**src/sv/assert_macros.svh**
```systemverilog
// Assertion macros shared by the RTL. Each one expands to a single labeled
// concurrent assertion sampled on aclk and disabled while aresetn is low.
`ifndef ASSERT_MACROS_SVH
`define ASSERT_MACROS_SVH

// Condition must hold at every clock edge out of reset.
`define CLI_ASSERT(name, cond) \
    name: assert property (@(posedge aclk) disable iff (!aresetn) (cond)) \
        else $error("invariant violated");

// When trig holds, expect must hold at the next clock edge.
`define CLI_ASSERT_NEXT(name, trig, expect_c) \
    name: assert property (@(posedge aclk) disable iff (!aresetn) \
        (trig) |=> (expect_c)) else $error("sequence violated");

`endif

```
**src/sv/cli_pkg.sv**
```systemverilog
`default_nettype none

package cli_pkg;

    localparam int unsigned WORD_W  = 32;
    localparam int unsigned CMD_W   = 3;
    localparam int unsigned PORT_CW = 7;
    localparam int unsigned GROUP_W = 8;

    typedef enum logic [CMD_W-1:0] {
        CMD_REWIND  = 3'd0,
        CMD_ADVANCE = 3'd1,
        CMD_INSERT  = 3'd2,
        CMD_DELETE  = 3'd3,
        CMD_GET     = 3'd4
    } cmd_t;

    typedef enum logic [2:0] {
        ST_IDLE = 3'b001,
        ST_GRP  = 3'b010,
        ST_FIN  = 3'b100
    } state_t;

    // Shift command broadcast to every cell of the row.
    typedef struct packed {
        logic              ins_en;
        logic              del_en;
        logic [WORD_W-1:0] value;
    } cell_ctrl_t;

endpackage

`default_nettype wire

```
**src/sv/cli_cell.sv**
```systemverilog
`default_nettype none

module cli_cell #(
    parameter int unsigned CW    = 7,
    parameter int unsigned IW    = 6,
    parameter int unsigned INDEX = 0
) (
    input  wire logic                       aclk,
    input  wire cli_pkg::cell_ctrl_t        ctrl,
    input  wire logic [CW-1:0]              cursor,
    input  wire logic [cli_pkg::WORD_W-1:0] left_data,
    input  wire logic [cli_pkg::WORD_W-1:0] right_data,
    input  wire logic [IW-1:0]              rd_idx,
    output logic      [cli_pkg::WORD_W-1:0] data,
    output logic      [cli_pkg::WORD_W-1:0] rd_word
);
    import cli_pkg::*;

    localparam logic [CW-1:0] IDX_C = CW'(INDEX);
    localparam logic [IW-1:0] IDX_R = IW'(INDEX);

    logic [WORD_W-1:0] data_reg;
    logic [WORD_W-1:0] data_next;

    always_comb begin
        data_next = data_reg;
        if (ctrl.ins_en) begin
            if (IDX_C == cursor) begin
                data_next = ctrl.value;
            end else if (IDX_C > cursor) begin
                data_next = left_data;
            end
        end else if (ctrl.del_en && (IDX_C >= cursor)) begin
            data_next = right_data;
        end
    end

    always_ff @(posedge aclk) begin
        data_reg <= data_next;
    end

    assign data    = data_reg;
    assign rd_word = (rd_idx == IDX_R) ? data_reg : '0;

endmodule

`default_nettype wire

```
**config.mk**
```make
export PLATFORM = sky130hd
export DESIGN_NAME = cli_cell
export DESIGN_NICKNAME = d
export VERILOG_FILES = /design/src/sv/assert_macros.svh /design/src/sv/cli_pkg.sv /design/src/sv/cli_cell.sv
export SDC_FILE = /design/constraint.sdc
export NUM_CORES = 1
export LEC_CHECK = 0
export BUFFER_PORTS_ARGS = -buffer_cell sky130_fd_sc_hd__buf_2
export CORE_UTILIZATION = 38
export CTS_CLUSTER_SIZE = 25
export DETAILED_ROUTE_END_ITERATION = 10
export GPL_TIMING_DRIVEN = 0
export PLACE_DENSITY = 0.81
export SLEW_MARGIN = 25
export SYNTH_ARGS = -nofsm -noshare
export SYNTH_HDL_FRONTEND = slang
export SYNTH_SLANG_ARGS = --single-unit
```
**constraint.sdc**
```tcl
create_clock -name aclk -period 4.9 [get_ports aclk]
set_clock_uncertainty 0.1 [all_clocks]
set_input_delay 0 -clock aclk [delete_from_list [all_inputs] [get_ports aclk]]
set_output_delay 0 -clock aclk [all_outputs]
set_load 0.03 [all_outputs]
```
==> results.toml, run 1 <==
[route]
num_vias = 2636
drtPass1Iterations = 5
totalWireLength_mm = 7.96
vias_per_cell = 5.14
wl_per_cell_um = 15.5
drc = 0
drtIter0Drc = 109
ant_nets = 0

[clocking]
clock_path_buffers = 2
htree_levels = 2
cts_root_buf = "clkbuf_8"
cts_sinks = 32
ctsResizeCount = 0
clk_pin_slew_worst_paths_ns = 0.07
cts-buffers-inserted = 5
cts_tree = "built"

[floorplanning]
row_count = 25
io_pins = 176
start_util_pct = 40.7
fp.dieH_um = 74.3
fp.dieW_um = 74.3
dieArea_um2 = 5520
core_um2 = 4880

[timing]
totalNegativeSetupSlack_ns = 0
setup_ws_ns = 2.89
grt_setup_unrepaired = "false"
relSlewSlack_pct = 49.6
hold_violations = 0
finalCritPeriodShare_pct = 41.0
final_max_slew_viol_count = 0
fmax_mhz = 498
hold_slack_ns = 0.00740
finalCriticalPeriod_ns = 2.01
setup-violations-final = 0
tightest_slew_ns = 0.752

[global_route]
grt_first_pass_wirelength_mm = 11.8
grt_max_degree = 11
grt_pass1_vias = 2536
antenna_found_initial = 0
gr-usage-all-layers_pct = 28.8
grt.overflow.total = 0

[power_and_ir_drop]
power.switching_mw = 0.163
combPwrFrac_pct = 22.0
p_sw_share_pct = 25.4
power_density_nw_per_um2 = 187
power_mw = 0.643
power.internal_mw = 0.480
p_seq_share_pct = 47.5
power_frac_clock_pct = 30.5
p_leak_nw = 1.61
peakVddDrop_mv = 0.104

[final_layout]
seq_area_um2 = 961
fillerInstances = 398
multi_input_area_um2 = 917
final_util_pct = 70.4
nNetsFinal = 557
largest_reg_flops = 32
drive_above_1_share_pct = 44.2
syn2layout_area_growth_pct = 73.1
num_antenna_cells = 0
fin_cells = 513
final_area_um2 = 3440

[yosys]
syn_area_um2 = 1990
netlist_instances = 222
synth_seq_cells = 32
yosysWarnings = 0
yosysTopAreaCell = "edfxtp_1"
synth_area_leaders = "edfxtp_1, a31oi_1, and2_1"
synthesis.nets = 334
synth_most_common_cell = "nor2_1"
synthDistinctLibCells = 18
synthFlopType = "edfxtp_1"
synth_area_per_cell_um2 = 8.94
async_reset_ff_share_pct = 0
synth_commonest_cells = "nor2_1, a31oi_1, and2_1, edfxtp_1, o21ai_0"
synth_edf_count = 32
synth_top_cell_area_share_pct = 48.4
seq_area_frac_synth_pct = 48.4

[placed_design]
dpl.hpwl_mm = 5.52
place_inst = 467
dpl_cell_area_um2 = 2980
dp_slack_ns = 2.60
gp_congestion = 0.823
io_buffers = 175

[critical_path]
cp.arrival_ns = 1.89
path_class = "primary input to register"
crit_path_start_kind = "primary input"
worst-path-max-fanout = 10
crit_required_ns = 4.78
endpoint_kind = "register"

[flow_run]
maxCapViolations = 0

[hold_path]
worstHoldPathType = "primary input to register"

[outcome]
status = "completed"
-- per-layer routing --
metal | part of all wire (%) | routed length, µm | GRT usage [%]
met1 | 38 | 3040 | 33.7
met2 | 53 | 4200 | 53.3
met3 | 7.9 | 626 | 4.07
met4 | 1.3 | 101 | 10.5
met5 | 0 | 0 | 0
-- area by class of cell --
| type | count | share of cell area [%] |
|---|---|---|
| plain buffers | 21 | 3.17 |
| clock buffers | 7 | 2.22 |
| clock inverters | 1 | 0.109 |
| inverters | 1 | 0.109 |
| multi-input cells | 168 | 26.7 |
| flip-flops and latches | 32 | 28.0 |
| well taps | 67 | 2.44 |
| repair buffers | 216 | 37.3 |
-- worst paths after layout --
kind	cells past startpoint	from	slack, ns	to
worst max-delay path	5	cursor[4]	2.89	data[7]
worst min-delay path	3	ctrl[18]	0.007	data[18]
-- critical path: stages --
cell	delay (ns)
buf_2	0.11
or4_4	0.58
buf_2	0.22
nor3_2	0.65
buf_4	0.31
-- cells in the final DEF, fill, tap and decap left out --
cell type / netlist / final
nor3_1: 2 / 1
clkbuf_2: 1 / 1
edfxtp_1: 32 / 32
clkbuf_1: 12 / 14
o21ai_0: 28 / 28
or3_1: 1 / 1
and2_1: 32 / 32
dlygate4sd3_1: 0 / 38
nand3_1: 6 / 6
or4_4: 2 / 2
buf_2: 5 / 180
o21ai_1: 4 / 4
nor3_4: 1 / 1
a31oi_1: 32 / 32
nor3_2: 0 / 1
clkbuf_8: 0 / 5
a21oi_1: 26 / 26
nor4_2: 1 / 1
clkinv_1: 1 / 2
buf_4: 0 / 2
buf_6: 3 / 4
nor2_1: 33 / 33
-- cell families after synthesis --
group                  Yosys count  share of synthesized area [%]
AOI/OAI and AO/OA               90                           24.7
DFF                             32                           48.4
buffers and inverters           22                           5.67
and+or+nand+nor                 78                           21.2
-- power groups by stage --
| stage | logic [mW] | clock network (mW) | registers (mW) |
|---|---|---|---|
| final | 0.141 | 0.196 | 0.305 |
| after global routing | 0.155 | 0.211 | 0.305 |
| after CTS | 0.138 | 0.197 | 0.306 |
| after detailed placement | 0.111 | 0 | 0.311 |
| after global placement | 0.108 | 0 | 0.311 |
| after floorplan | 0.0472 | 0 | 0.314 |
-- timing repair --
item,CTS,global route
hold endpoints to repair,28,0
hold buffers,38,0
buffers inserted,0,0
(Power assumes the default switching activity.)
==> inputs of run 2 (changes only) <==
- clock period: 4.9 -> 2 ns (I/O delays scaled with it)
==> results.toml, run 2 (synthesis gave the netlist of run 1 again) <==
[outcome]
status = "completed"

[route]
wl_per_cell_um = 15.3
vias_per_cell = 5.16
drtIter0Drc = 149
num_vias = 2680
drc = 0
totalWireLength_mm = 7.94
drtPass1Iterations = 5
ant_nets = 0

[critical_path]
crit_required_ns = 1.93
worst-path-max-fanout = 10
crit_path_start_kind = "primary input"
path_class = "primary input to register"
slowest_delay_ns = 0.59
path_buf_inv = 3
slowest_stage = "or4_4"
endpoint_kind = "register"
crit_family = "buffers and inverters"
cp.arrival_ns = 1.86
crit_chain = "buf_2, or4_4, clkbuf_1, o21ai_0, a21oi_1, dlygate4sd3_1"

[timing]
hold_violations = 0
setup-violations-final = 0
grt_setup_unrepaired = "false"
finalCritPeriodShare_pct = 96.8
final_max_slew_viol_count = 0
relSlewSlack_pct = 65.7
tightest_slew_ns = 0.515
finalCriticalPeriod_ns = 1.94
hold_slack_ns = 0.00838
fmax_mhz = 517

[final_layout]
num_antenna_cells = 0
nNetsFinal = 564
drive_above_1_share_pct = 43.8
largest_reg_flops = 32
final_area_um2 = 3540
final_common_cell = "buf_2"
syn2layout_area_growth_pct = 78.5
most-common-layout-cells = "buf_2, dlygate4sd3_1, nor2_1"
fillerInstances = 388

[global_route]
grt_max_degree = 14
grt.overflow.total = 0
gr-usage-all-layers_pct = 28.6
grt_pass1_vias = 2524
grt_first_pass_wirelength_mm = 11.6
antenna_found_initial = 0

[floorplanning]
dieArea_um2 = 5520
row_count = 25
fp.dieW_um = 74.3
io_pins = 176
core_um2 = 4880
start_util_pct = 40.7
fp.dieH_um = 74.3

[clocking]
cts-buffers-inserted = 5
cts_root_buf = "clkbuf_8"
clock_path_buffers = 2
cts_sinks = 32
cts_setup_buffers = 0
htree_levels = 2
clk_pin_slew_worst_paths_ns = 0.07
cts_tree = "built"

[power_and_ir_drop]
peakVddDrop_mv = 0.307
p_leak_nw = 1.65
power_density_nw_per_um2 = 446

[hold_path]
holdCritStartpoint = "left_data[17]"
worstHoldPathType = "primary input to register"
holdPathStages = 3
min_to = "data[17]"

[placed_design]
dpl.hpwl_mm = 5.44
gp_congestion = 0.797
dpl_cell_area_um2 = 2990
io_buffers = 175

[flow_run]
maxCapViolations = 0
## run 2: worst max path at each step
stage	startpoint	to	slack [ns]	cells after the start
global placement	cursor[3]	data[7]	-0.56	4
detailed placement	cursor[3]	data[7]	0.02	5
floorplan	cursor[4]	data[0]	0.004	3
global route	cursor[4]	data[11]	0.0008	6
CTS	cursor[3]	data[23]	0.10	6
finish	cursor[4]	data[11]	0.06	6
## run 2: report_power, final
group	internal (mW)	switching, mW	leakage (nW)
registers	0.747	0.00159	0.298
logic	0.200	0.165	1.31
clock network	0.236	0.233	0.0410
## run 2: through the flow
stage	worst slack, ns	TNS (ns)	std cells	util [%]	power [mW]
6_report	0.0641	0	519	72.6	1.58
5_1_grt	0.000776	0	519	72.6	1.65
4_1_cts	0.103	0	519	72.4	1.57
3_5_place_dp	0.0158	0	466	61.3	1.03
3_3_place_gp	-0.564	-18.03	464	60.7	1.03
2_1_floorplan	0.00374	0	222	-	0.888
## run 2: layout make-up
| cell class | count | area, µm² | area share [%] |
|---|---|---|---|
| repair buffers | 223 | 1370 | 38.5 |
| flip-flops and latches | 32 | 961 | 27.1 |
| multi-input cells | 168 | 937 | 26.4 |
| plain buffers | 21 | 115 | 3.25 |
| well taps | 67 | 83.8 | 2.36 |
| clock buffers | 6 | 72.6 | 2.05 |
| clock inverters | 1 | 5.00 | 0.141 |
| inverters | 1 | 3.75 | 0.106 |
## run 2: layer usage
layer | track usage [%] | vias up | wire [µm]
met4 | 8.60 | 0 | 93
met1 | 34.4 | 1200 | 3130
li1 | - | 1277 | -
met2 | 52.8 | 191 | 4090
met3 | 3.93 | 12 | 619
met5 | 0 | - | 0
## run 2: repair_timing
| action | 4_1_cts | 5_1_grt |
|---|---|---|
| hold buffers | 46 | 0 |
| hold endpoints to repair | 32 | 0 |
| endpoints found under the setup margin | 0 | 9 |
| gates resized for setup | 0 | 2 |
